### src/rtl/core/lpra_ram.sv
// ----------------------------------------------------------------------------
// lpra_ram
// Generic simple dual-port RAM, one write and one registered read port.
// ----------------------------------------------------------------------------
module lpra_ram #(
	parameter int WIDTH = 8,
	parameter int DEPTH = 16
) (
	input  logic                     clk,
	input  logic                     we,
	input  logic [$clog2(DEPTH)-1:0] waddr,
	input  logic [WIDTH-1:0]         wdata,
	input  logic                     re,
	input  logic [$clog2(DEPTH)-1:0] raddr,
	output logic [WIDTH-1:0]         rdata
);
	logic [WIDTH-1:0] mem [DEPTH];

	always_ff @(posedge clk) begin
		if (we) begin
			mem[waddr] <= wdata;
		end
		if (re) begin
			rdata <= mem[raddr];
		end
	end
endmodule

### config.mk
export PLATFORM = sky130hd
export DESIGN_NAME = lpra_ram
export DESIGN_NICKNAME = d
export VERILOG_FILES = /design/src/rtl/core/lpra_ram.sv
export SDC_FILE = /design/constraint.sdc
export NUM_CORES = 1
export LEC_CHECK = 0
export BUFFER_PORTS_ARGS = -buffer_cell sky130_fd_sc_hd__buf_2
export CAP_MARGIN = 10
export CORE_MARGIN = 2
export CORE_UTILIZATION = 63
export CTS_BUF_LIST = sky130_fd_sc_hd__clkbuf_8
export CTS_CLUSTER_SIZE = 25
export DETAILED_ROUTE_END_ITERATION = 10
export GPL_TIMING_DRIVEN = 1
export PLACE_DENSITY = 0.81
export SLEW_MARGIN = 0
export SYNTH_ARGS = -nofsm -noshare
export SYNTH_HDL_FRONTEND = slang
export SYNTH_SLANG_ARGS = --single-unit
### constraint.sdc
create_clock -name clk -period 2.25 [get_ports clk]
set_input_delay 0.1125 -clock clk [delete_from_list [all_inputs] [get_ports clk]]
set_output_delay 0.1125 -clock clk [all_outputs]
set_load 0.02 [all_outputs]
# Word level (Yosys, flattened, before mapping)
# Memories as Yosys holds them, arrays and structs flattened. A register that Yosys moved wholly into a read port is not among the register bits.
# Cells that the tools add are included.
word_totals:
  register_bits: 0
  latchBits: 0
  ram_bits: 128
  mem_bits_ro: 0
  input_bits: 19
  out_inout_bits: 8
  word_cells: 3
  mem_count: 1
classes:
  addsub: 0
  multipliers: 0
  div_mod_pow: 0
  order_cmp: 0
  eq_ne: 0
  shifts: 0
  mux: 2
  bitwise_logic: 0
  reduce_logical: 0
mem_list:
  columns: ["name", "depth", "width", "read_ports", "rd_clocked_by_memory_dff", "wr", "line_no", "text"]
  rows:
  - ["mem", 16, 8, 1, 1, 1, "17", "logic [WIDTH-1:0] mem [DEPTH];"]
op_table:
  columns: ["op", "count"]
  rows:
  - ["1-bit two-way mux", 2]

# Depth between registers and ports, before layout
# Gate-level depths: netlist (run 1).
depth:
  ltp_word: 2
  ltp_mapped: 5
  ltp_nobuf: 3

# Least setup slack after synthesis (run 1)
# OpenSTA, ideal clock, no wires.
synth_timing:
  kind: "input -> register"
  from: "input port waddr[2]"
  to: "memory mem[0][0] (enable)"
  arrival_ps: 1222
  path_slack_ps: 645
  stages: 2
  path_buffers: 0
  cell_sequence: "or3b_2 nor3_1"
synth_rtl:
  columns: ["item", "line_no", "text"]
  rows:
  - ["from (decl)", "11", "input logic [$clog2(DEPTH)-1:0] waddr,"]
  - ["to (decl)", "17", null]
# Straight into the memory's write port.

==> results of run 1 <==
==> stage by stage <==
step / cells / total power [mW]
2_1_floorplan: 229 / 3.078
6_report: 401 / 5.030
5_1_grt: 401 / 5.195
4_1_cts: 401 / 5.066
3_3_place_gp: 369 / 3.182
3_5_place_dp: 369 / 3.193
==> final timing paths <==
kind	slack, ns	end	start
min reg2reg	0.74	rdata[7]	mem[12][7]
max reg2reg	0.63	rdata[5]	mem[2][5]
max	0.63	rdata[5]	mem[2][5]
min	0.05	rdata[7]	re
==> flip-flops by register name, indices dropped and copies added (netlist names) <==
| signal | cells |
|---|---|
| mem | 128 |
| rdata | 8 |
==> power by group through the flow <==
stage / logic, mW / registers, mW / clock network [mW]
global placement: 0.262 / 2.92 / 0
floorplan: 0.144 / 2.93 / 0
CTS: 0.271 / 2.87 / 1.93
finish: 0.268 / 2.87 / 1.90
detailed placement: 0.270 / 2.92 / 0
global route: 0.292 / 2.87 / 2.03
==> layout make-up <==
cell class                      count  area, sq um
Clock buffer                       17        234.0
Clock inverter                     15        153.9
Fill cell                         430         2176
Multi-Input combinational cell     83         1057
Sequential cell                   136         4084
Tap cell                          105        131.4
Timing Repair Buffer               45        297.8
==> Yosys cell counts <==
| cell type | count | share of area, % |
|---|---|---|
| a22oi_1 | 16 | 2.3 |
| and2_1 | 1 | 0.12 |
| and2b_1 | 1 | 0.14 |
| buf_2 | 3 | 0.29 |
| buf_4 | 1 | 0.14 |
| buf_6 | 3 | 0.65 |
| clkdlybuf4s25_2 | 3 | 0.57 |
| edfxtp_1 | 136 | 78 |
| mux4_1 | 14 | 7.0 |
| mux4_2 | 18 | 7.8 |
| nand2_1 | 9 | 0.65 |
| nand2b_1 | 2 | 0.24 |
| nand3_1 | 1 | 0.096 |
| nand3b_1 | 2 | 0.29 |
| nor2_1 | 13 | 0.93 |
| nor2b_1 | 1 | 0.12 |
| nor3_1 | 4 | 0.38 |
| or3b_2 | 1 | 0.17 |
==> worst max-delay path: stages (launching register included) <==
cell and delay (ns):
edfxtp_1 0.37, mux4_1 0.49, a22oi_1 0.37, nand2_1 0.13
==> kinds of logic (layout without fill, tap and decap cells) <==
logic type             Yosys count  count (layout)  share of synthesized area, %
AOI/OAI and AO/OA               16              16                         2.298
buffers and inverters           10              77                         1.651
muxes                           32              32                         14.79
and+or+nand+nor                 35              35                         3.136
DFF                            136             136                         78.12
==> per-layer routing <==
layer | global-route usage, % | wire length [microns] | share of wire [%]
met3 | 7.036 | 745 | 7.9
met5 | 0 | 0 | 0
met4 | 8.454 | 144 | 1.5
met2 | 36.85 | 4780 | 51
met1 | 33.18 | 3748 | 40
==> summary.md, run 1 <==
| Metric | Value |
|---|---|
| Status | `finished, final reports clean` |
| WL/cell | `23.49 microns` |
| Rows | `33` |
| Syn avg cell area | `22.83 sq um` |
| Layout Area Growth over Synthesis | `13.98%` |
| Die area | `9042 sq um` |
| Arrival @ worst endpoint | `1.78 ns` |
| CP endpoint kind | `register` |
| Internal | `3.947 mW` |
| Required @ worst endpoint | `2.41 ns` |
| Post-cts repair resize count | `0` |
| Unrepaired setup endpoints after global routing | `false` |
| Cell area after layout | `5958 sq um` |
| Final setup vio count | `0` |
| Crit share post-route | `71.80%` |
| Crit path time final | `1.615 ns` |
| # H-tree levels | `4` |
| Syn Nets | `248` |
| Initial antenna violation count | `0` |
| HP Class | `in2reg` |
| Initial DRT Pass Iterations | `5` |
| Most common cell after layout, fill and taps aside | `edfxtp_1` |
| Die Wd | `95.09 microns` |
| Vias per cell | `6.282` |
| Dpl hpwl | `5895 microns` |
| TritonCTS clock tree | `yes` |
| Switch Pwr | `1.082 mW` |
| Final WL | `9419 microns` |
| Min Hold Slack | `0.05099 ns` |
| CTS Hold Bufs | `0` |
| Clk pin slew, worst setup/hold paths | `0.08 ns` |
| Critical-path maximum fanout | `1` |
| Initial DRC Count | `322` |
| Max-Slew Margin vs Limit | `51.93%` |
| Total GRT Usage | `23.83%` |
| Critical path class | `reg2reg` |
| Post-CTS setup buffer count | `0` |
| Max cap viols | `0` |
| Vias | `2519` |
| Longest Clk Path Bufs | `2` |
| DRC errors left | `0` |
| I/O pin count | `27` |
| Post-Place Setup Slack | `0.4223 ns` |
| Layout Nets | `302` |
| Endpoints failing hold | `0` |
| TritonCTS Buffers | `17` |
| Die Y | `95.09 microns` |
| Worst Skew | `0.01225 ns` |
| Post-synthesis cell type count | `18` |
| Maximum operating frequency | `619.0 MHz` |
| VDD IR-drop max | `0.4922 mV` |
| Worst setup SP type | `register` |
| Worst-margin pin slew | `0.7195 ns` |
| Initial Util | `64.27%` |
| Synth Register Bits | `136` |
| PwrDens | `844.2 nW/um^2` |
| Fraction of layout cells with a size suffix above 1 | `31.76%` |
| Placed Area | `5570 sq um` |
| Combinational share of power | `5.3%` |
| DRT antenna net count | `0` |
| N_diodes | `0` |
| TNS Setup | `0 ns` |
| Most frequent cells in the layout | `edfxtp_1, buf_2, mux4_2` |
| Final core occ | `73.25%` |
| Syn Inst Count | `229` |
| Synth warn | `0` |
| Sw Ratio | `21.52%` |
| Seq pwr share | `57.0%` |
| Hold depth | `1` |
| P_leak | `2.004 nW` |
| Final Max Tran Viols | `0` |
| Core box area | `8134 sq um` |
| Grt ovf | `0` |
| CTS root buf | `clkbuf_8` |
| Register area share after synthesis | `78.12%` |
| GP Congestion | `0.7622` |
| Port Buffers | `26` |
| Clk sinks | `136` |
| Worst reg-to-reg path cell count | `3` |
| First-pass GRT wire length | `14430 microns` |
| Clk_lat worst skew | `0.43 ns` |
| Vias in the first global route | `2506` |
| Largest net degree at the start of global routing | `33` |
| Clock power share | `37.7%` |
| Final WS setup | `0.6345 ns` |
| Synthesized area | `5228 sq um` |
(Power assumes the default switching activity.)
==> inputs of run 2 (changes only) <==
--- a/config.mk
+++ b/config.mk
@@ -5,15 +5,16 @@
 export SDC_FILE = /design/constraint.sdc
 export NUM_CORES = 1
 export LEC_CHECK = 0
+export ABC_AREA = 1
 export BUFFER_PORTS_ARGS = -buffer_cell sky130_fd_sc_hd__buf_2
 export CAP_MARGIN = 10
 export CORE_MARGIN = 2
-export CORE_UTILIZATION = 63
+export CORE_UTILIZATION = 57
 export CTS_BUF_LIST = sky130_fd_sc_hd__clkbuf_8
 export CTS_CLUSTER_SIZE = 25
 export DETAILED_ROUTE_END_ITERATION = 10
 export GPL_TIMING_DRIVEN = 1
-export PLACE_DENSITY = 0.81
+export PLACE_DENSITY = 0.77
 export SLEW_MARGIN = 0
 export SYNTH_ARGS = -nofsm -noshare
 export SYNTH_HDL_FRONTEND = slang
==> constraint.sdc (replaced) <==
create_clock -name clk -period 1.4 [get_ports clk]
set_input_delay 0.07 -clock clk [delete_from_list [all_inputs] [get_ports clk]]
set_output_delay 0.07 -clock clk [all_outputs]
set_load 0.02 [all_outputs]
==> run 2 against run 1 <==
Effect of this change: via count grew 59%; non-clock buffer count is 4 higher; maximum frequency grew 39%; global-route usage up 0.74 points; combinational power grew 120%; clock-buffer cell count stayed put; setup slack worse by 0.40 ns; clock power rose by 53%; routed wire length is 36% higher; first-iteration DRC count is 12% higher; critical path depth rose by 3; area after synthesis up 12%; critical endpoint is now rdata[7].
==> summary.md, run 2 <==
| Metric | Value |
|---|---|
| Slowest Stage Delay on Critical Path | `0.37 ns (was 0.49 ns)` |
| Vias per cell | `5.399 (was 6.282)` |
| M3 GR Usage | `4.762% (was 7.036%)` |
| Initial Util | `59.27% (was 64.27%)` |
| Port Buffers | `26 (unchanged)` |
| Syn Inst Count | `551 (was 229)` |
| Clk sinks | `136 (unchanged)` |
| Main flop type after synthesis | `edfxtp_1 (unchanged)` |
| Clk pin slew, worst setup/hold paths | `0.08 ns (about the same)` |
| Layout Nets | `614 (was 302)` |
| Status | `finished, final reports clean (unchanged)` |
| HP Class | `in2reg (unchanged)` |
| Largest registers | `mem (128), rdata (8) (unchanged)` |
| Die Wd | `105.3 microns (was 95.09 microns)` |
| Count of flip-flops with a built-in enable after synthesis | `136 (unchanged)` |
| Met2 usage | `38.20% (was 36.85%)` |
| DRT antenna net count | `0 (unchanged)` |
| Critical-path maximum fanout | `1 (unchanged)` |
| P_leak | `2.858 nW (was 2.004 nW)` |
| CP cell instances | `inv_1 -> nand2_1 -> nand3_1 -> nand3_1 -> nand3_1 -> nand2_1 (was mux4_1 -> a22oi_1 -> nand2_1)` |
| CP endpoint kind | `register (unchanged)` |
| Initial DRT Pass Iterations | `5 (unchanged)` |
| Clk_lat worst skew | `0.42 ns (was 0.43 ns)` |
| Crit path max-delay cell type | `edfxtp_1 (was mux4_1)` |
| N_diodes | `0 (unchanged)` |
| Fraction of layout cells with a size suffix above 1 | `12.34% (was 31.76%)` |
| Most common cell after layout, fill and taps aside | `nand2_1 (was edfxtp_1)` |
| Synth warn | `0 (unchanged)` |
| Crit share post-route | `83.07% (was 71.80%)` |
| Critical path class | `reg2reg (unchanged)` |
| Syn avg cell area | `10.61 sq um (was 22.83 sq um)` |
| CTS root buf | `clkbuf_8 (unchanged)` |
| Final Max Tran Viols | `0 (unchanged)` |
| Most frequent cells in the layout | `nand2_1, edfxtp_1, inv_1 (was edfxtp_1, buf_2, mux4_2)` |
| Final WL | `12780 microns (was 9419 microns)` |
| Max-Slew Margin vs Limit | `59.00% (was 51.93%)` |
| WL/cell | `17.24 microns (was 23.49 microns)` |
| Worst setup SP type | `register (unchanged)` |
| TNS Setup | `0 ns (unchanged)` |
| Worst Skew | `0.01041 ns (was 0.01225 ns)` |
| Layout Area Growth over Synthesis | `11.90% (was 13.98%)` |
| Vias | `4001 (was 2519)` |
| Count leader, synth | `nand2_1 (was edfxtp_1)` |
| Top cell type's share of synthesized area | `69.85% (was 78.12%)` |
| VDD IR-drop max | `0.8085 mV (was 0.4922 mV)` |
| Grt ovf | `0 (unchanged)` |
| Biggest register | `mem (unchanged)` |
| Synthesized area | `5847 sq um (was 5228 sq um)` |
| Most Crowded Layer GR | `met2 (unchanged)` |
| Largest net degree at the start of global routing | `65 (was 33)` |
| Worst-margin pin slew | `0.6140 ns (was 0.7195 ns)` |
| Final setup vio count | `0 (unchanged)` |
| Dpl hpwl | `8113 microns (was 5895 microns)` |
| Total GRT Usage | `24.56% (was 23.83%)` |
| Max cap viols | `0 (unchanged)` |
| Core box area | `9864 sq um (was 8134 sq um)` |
| Synth top area cells | `edfxtp_1, nand2_1, nand3_1 (was edfxtp_1, mux4_2, mux4_1)` |
| Endpoints failing hold | `0 (unchanged)` |
| Max reg flops | `128 (unchanged)` |
| Longest Clk Path Bufs | `2 (unchanged)` |
| Post-synth ARST share | `0% (unchanged)` |
| Initial antenna violation count | `0 (unchanged)` |
| I/O pin count | `27 (unchanged)` |
| # H-tree levels | `4 (unchanged)` |
| Final WS setup | `0.2371 ns (was 0.6345 ns)` |
| Register area share after synthesis | `69.85% (was 78.12%)` |
| Required @ worst endpoint | `1.58 ns (was 2.41 ns)` |
| Synth Register Bits | `136 (unchanged)` |
| Top cell by count, worst path | `nand3_1` |
| First-pass GRT wire length | `20190 microns (was 14430 microns)` |
| Die area | `11080 sq um (was 9042 sq um)` |
| Post-cts repair resize count | `0 (unchanged)` |
| GP Congestion | `0.8869 (was 0.7622)` |
| Die Y | `105.3 microns (was 95.09 microns)` |
| Rows | `36 (was 33)` |
| Vias in the first global route | `3750 (was 2506)` |
| DRC errors left | `0 (unchanged)` |
| Min Hold Slack | `0.02134 ns (was 0.05099 ns)` |
| TritonCTS clock tree | `yes (unchanged)` |
| Post-CTS setup buffer count | `0 (unchanged)` |
| Syn Nets | `570 (was 248)` |
| Arrival @ worst endpoint | `1.35 ns (was 1.78 ns)` |
| Post-synthesis cell type count | `11 (was 18)` |
| Post-Place Setup Slack | `0.007028 ns (was 0.4223 ns)` |
| CTS Hold Bufs | `0 (unchanged)` |
| Top cells by instance count after synthesis | `nand2_1, edfxtp_1, inv_1 (was edfxtp_1, mux4_2, a22oi_1)` |
| TritonCTS Buffers | `17 (unchanged)` |
| PwrDens | `1237 nW/um^2 (was 844.2 nW/um^2)` |
| Crit path time final | `1.163 ns (was 1.615 ns)` |
| Post-synth top area cell | `edfxtp_1 (unchanged)` |
| Maximum operating frequency | `859.9 MHz (was 619.0 MHz)` |
| Unrepaired setup endpoints after global routing | `false (unchanged)` |
| Initial DRC Count | `362 (was 322)` |
| Met1 global-route usage | `34.80% (was 33.18%)` |
-- run 2: cell count changes after synthesis, sizes merged, moves of 2 or more --
cell           change
nand2            +164
inv              +102
nand3             +96
mux4              -32
buf               +17
a22oi             -16
nor2               +4
nor3               -4
clkdlybuf4s25      -3
nand2b             -2
-- run 2: final cells by class --
type	count	area [sq um]
timing repair buffer	49	340.3
sequential	136	4084
tap	133	166.4
multi-input combinational	289	1214
clock inverter	15	121.4
fill	752	3322
inverter	102	382.9
clock buffer	17	234.0
-- run 2: routing by layer --
layer / routed length (microns) / share of wire [%]
met5: 0 / 0
met4: 240 / 1.9
met3: 1339 / 10
met2: 6119 / 48
met1: 5078 / 40
-- run 2: critical path, delay by kind of cell (launching register included) --
| family | cells | cell delay [ns] |
|---|---|---|
| flip-flops | 1 | 0.37 |
| AND/OR/NAND/NOR | 5 | 0.49 |
| buffers and inverters | 1 | 0.06 |
-- run 2: logic make-up (layout without fill, tap and decap cells) --
group | count (synthesis) | in the layout | synth area share (%)
AND/OR/NAND/NOR | 289 | 289 | 20.76
flip-flops | 136 | 136 | 69.85
buffers and inverters | 126 | 183 | 9.394
-- run 2: worst paths after layout --
| kind | slack [ns] | cells after the start | end | start |
|---|---|---|---|---|
| worst max-delay path | 0.24 | 6 | rdata[7] | mem[1][7] |
| worst min-delay path | 0.02 | 1 | rdata[6] | re |
| worst max register to register | 0.24 | 6 | rdata[7] | mem[1][7] |
| worst min register to register | 0.77 | 6 | rdata[1] | mem[8][1] |
-- run 2: report_power, final --
part	total (mW)	internal, mW	switching [mW]
Sequential	4.61	4.58	0.0265
Clock	2.90	1.52	1.38
Combinational	0.581	0.169	0.413
-- run 2: through the flow --
step / total power, mW / util [%] / area (sq um) / instances
6_report: 8.091 / 66.32 / 6543 / 741
2_1_floorplan: 5.040 / - / 5847 / 551
4_1_cts: 8.122 / 66.32 / 6543 / 741
3_5_place_dp: 5.275 / 62.72 / 6187 / 709
5_1_grt: 8.343 / 66.32 / 6543 / 741
3_3_place_gp: 5.254 / 62.72 / 6187 / 709
==> inputs of run 3 (changes only) <==
--- a/config.mk
+++ b/config.mk
@@ -5,7 +5,7 @@
 export SDC_FILE = /design/constraint.sdc
 export NUM_CORES = 1
 export LEC_CHECK = 0
-export ABC_AREA = 1
+export ABC_AREA = 0
 export BUFFER_PORTS_ARGS = -buffer_cell sky130_fd_sc_hd__buf_2
 export CAP_MARGIN = 10
 export CORE_MARGIN = 2
==> constraint.sdc (replaced) <==
create_clock -name clk -period 1 [get_ports clk]
set_input_delay 0.05 -clock clk [delete_from_list [all_inputs] [get_ports clk]]
set_output_delay 0.05 -clock clk [all_outputs]
set_load 0.02 [all_outputs]
==> run 3 against run 2 <==
Effect of this change: the flow now finishes with violations (negative setup slack); via count is 38% lower; maximum frequency is 17% lower; setup slack worse by 0.63 ns; register-to-register slack worse by 0.63 ns; sequential power is 40% higher; global-route usage is 3.6 points lower; critical path depth is 3 lower; clock skew is 0.0014 ns lower; non-clock buffer count is 11 higher; combinational power is 30% higher; clock power is 53% higher; critical path type unchanged; largest power group unchanged.
==> summary.md, run 3 (synthesized netlist as in run 1, its figures left out) <==
| Metric | Value |
|---|---|
| Status | `finished, violations left (was finished, final reports clean)` |
| Failing checks | `negative setup slack` |
| Worst reg-to-reg path cell count | `3 (was 6)` |
| PwrDens | `1841 nW/um^2 (was 1237 nW/um^2)` |
| Slowest Stage Delay on Critical Path | `0.51 ns (was 0.37 ns)` |
| Most common cell after layout, fill and taps aside | `edfxtp_1 (was nand2_1)` |
| Total GRT Usage | `20.95% (was 24.56%)` |
| Required @ worst endpoint | `1.18 ns (was 1.58 ns)` |
| Clk_lat worst skew | `0.43 ns (was 0.42 ns)` |
| DRT antenna net count | `0 (unchanged)` |
| Arrival @ worst endpoint | `1.58 ns (was 1.35 ns)` |
| CP delay by family, top | `multiplexers (was simple AND/OR/NAND/NOR gates)` |
| Maximum operating frequency | `715.5 MHz (was 859.9 MHz)` |
| Internal | `9.040 mW (was 6.274 mW)` |
| HP Start | `wdata[2] (was re)` |
| CTS root buf | `clkbuf_8 (unchanged)` |
| Clock power share | `38.2% (was 35.8%)` |
| TNS Setup | `-3.279 ns (was 0 ns)` |
| Clk pin slew, worst setup/hold paths | `0.08 ns (about the same)` |
| First-pass GRT wire length | `14700 microns (was 20190 microns)` |
| Crit path time final | `1.398 ns (was 1.163 ns)` |
| Die area | `9953 sq um (was 11080 sq um)` |
| Max-Slew Margin vs Limit | `36.24% (was 59.00%)` |
| Biggest register | `mem (unchanged)` |
| Initial Util | `59.36% (was 59.27%)` |
| N_diodes | `0 (unchanged)` |
| Critical path class | `reg2reg (unchanged)` |
| Combinational share of power | `6.5% (was 7.2%)` |
| Endpoints failing hold | `0 (unchanged)` |
| I/O pin count | `27 (unchanged)` |
| Vias | `2481 (was 4001)` |
| Initial DRT Pass Iterations | `4 (was 5)` |
| Switch Pwr | `2.631 mW (was 1.818 mW)` |
| Final Max Tran Viols | `0 (unchanged)` |
| Vias per cell | `5.921 (was 5.399)` |
| GP Congestion | `0.7361 (was 0.8869)` |
| P_leak | `2.069 nW (was 2.858 nW)` |
| Critical-path maximum fanout | `1 (unchanged)` |
| FF-to-FF Start | `mem[10][5] (was mem[1][7])` |
| Reg-to-Reg End | `rdata[5] (was rdata[7])` |
| Crit path max-delay cell type | `mux4_2 (was edfxtp_1)` |
| CP cell instances | `mux4_2 -> a22oi_2 -> nand2_1 (was inv_1 -> nand2_1 -> nand3_1 -> nand3_1 -> nand3_1 -> nand2_1)` |
| Worst hold path endpoint | `mem[5][2] (was rdata[6])` |
| Initial antenna violation count | `0 (unchanged)` |
| Final WL | `9380 microns (was 12780 microns)` |
| Die Wd | `99.77 microns (was 105.3 microns)` |
| Sw Ratio | `22.54% (was 22.46%)` |
| Fillers | `489 (was 752)` |
| VDD IR-drop max | `1.191 mV (was 0.8085 mV)` |
| Worst Skew | `0.009055 ns (was 0.01041 ns)` |
| Layout Nets | `317 (was 614)` |
| Largest net degree at the start of global routing | `19 (was 65)` |
| Buffer and inverter count on the worst path | `0 (was 1)` |
| Die Y | `99.77 microns (was 105.3 microns)` |
| Min Hold Slack | `0.02325 ns (was 0.02134 ns)` |
| Final setup vio count | `15 (was 0)` |
| Grt ovf | `0 (unchanged)` |
| WL/cell | `22.39 microns (was 17.24 microns)` |
| Dpl hpwl | `6159 microns (was 8113 microns)` |
| TritonCTS Buffers | `17 (unchanged)` |
| TritonCTS clock tree | `yes (unchanged)` |
| DRC errors left | `0 (unchanged)` |
| CP endpoint kind | `register (unchanged)` |
| HP Class | `in2reg (unchanged)` |
| Core box area | `8806 sq um (was 9864 sq um)` |
| Max reg flops | `128 (unchanged)` |
| Crit share post-route | `139.8% (was 83.07%)` |
| Fraction of layout cells with a size suffix above 1 | `45.02% (was 12.34%)` |
| Fin cells | `419 (was 741)` |
| Max cap viols | `0 (unchanged)` |
| Reg2Reg Setup Slack | `-0.40 ns (was 0.24 ns)` |
| Placed Cells | `380 (was 709)` |
| Largest registers | `mem (128), rdata (8) (unchanged)` |
| Unrepaired setup endpoints after global routing | `true (was false)` |
| Initial DRC Count | `171 (was 362)` |
| Most frequent cells in the layout | `edfxtp_1, mux4_2, buf_2 (was nand2_1, edfxtp_1, inv_1)` |
| # H-tree levels | `4 (unchanged)` |
| Rows | `34 (was 36)` |
| Worst-margin pin slew | `0.9544 ns (was 0.6140 ns)` |
| Seq pwr share | `55.4% (was 57.0%)` |
| Worst setup SP type | `register (unchanged)` |
| Vias in the first global route | `2643 (was 3750)` |
| Final WS setup | `-0.3976 ns (was 0.2371 ns)` |
| Port Buffers | `26 (unchanged)` |
| Clk sinks | `136 (unchanged)` |
| Hold depth | `1 (unchanged)` |
| Longest Clk Path Bufs | `2 (unchanged)` |
| Layout Area Growth over Synthesis | `21.25% (was 11.90%)` |
## run 3: cell types whose count changed in the layout (fill, tap and decap cells not counted), sizes merged, moves of 2 or more
cell | before | now
nand2 | 173 | 9
inv | 106 | 7
nand3 | 97 | 1
mux4 | 0 | 32
a22oi | 0 | 16
clkinv | 8 | 0
dlygate4sd3 | 0 | 7
clkinvlp | 1 | 6
buf | 49 | 53
nor2 | 17 | 13
nor3 | 0 | 4
nand2b | 0 | 2
## run 3: repair_timing
| action | in CTS | in global routing |
|---|---|---|
| buffers inserted | 0 | 0 |
| hold endpoints to repair | 62 | 0 |
| gates resized for setup | 17 | 8 |
| hold buffers | 7 | 0 |
| endpoints found under the setup margin | 16 | 16 |
## run 3: final cells by class
type | instances | area [sq um] | area share [%]
Clock inverter | 15 | 166.4 | 2.625
Tap cell | 108 | 135.1 | 2.132
Timing Repair Buffer | 60 | 590.6 | 9.317
Clock buffer | 17 | 234.0 | 3.691
Multi-Input combinational cell | 83 | 1129 | 17.80
Sequential cell | 136 | 4084 | 64.43
## run 3: worst max-delay path by stage
stage	startpoint	to	cells past startpoint
CTS	mem[11][0]	rdata[0]	3
global placement	raddr[0]	rdata[1]	5
finish	mem[10][5]	rdata[5]	3
global route	mem[11][0]	rdata[0]	3
floorplan	mem[3][0]	rdata[0]	3
detailed placement	raddr[0]	rdata[4]	5
## run 3: power by group through the flow
stage / sequential [mW] / combinational [mW] / clock [mW]
final: 6.46 / 0.757 / 4.45
after floorplan: 6.60 / 0.369 / 0
after global placement: 6.57 / 0.671 / 0
after CTS: 6.46 / 0.751 / 4.52
after global routing: 6.47 / 0.817 / 4.74
after detailed placement: 6.58 / 0.689 / 0
## run 3: through the flow
step | cell area (sq um) | setup WS, ns | utilization, % | power, mW
finish | 6339 | -0.3976 | 71.98 | 11.67
global route | 6339 | -0.4445 | 71.98 | 12.03
CTS | 6310 | -0.4051 | 71.65 | 11.73
detailed placement | 5773 | -0.5620 | 65.56 | 7.270
global placement | 5773 | -0.5210 | 65.56 | 7.245
floorplan | 5283 | -0.2664 | - | 6.971
## run 3: layer usage
metal  routed length (microns)  track usage (%)  share of wire [%]
met4                       160            7.587                1.7
met5                         0                0                  0
met3                       575            4.849                6.1
met1                      3823            28.05                 41
met2                      4820            34.36                 51
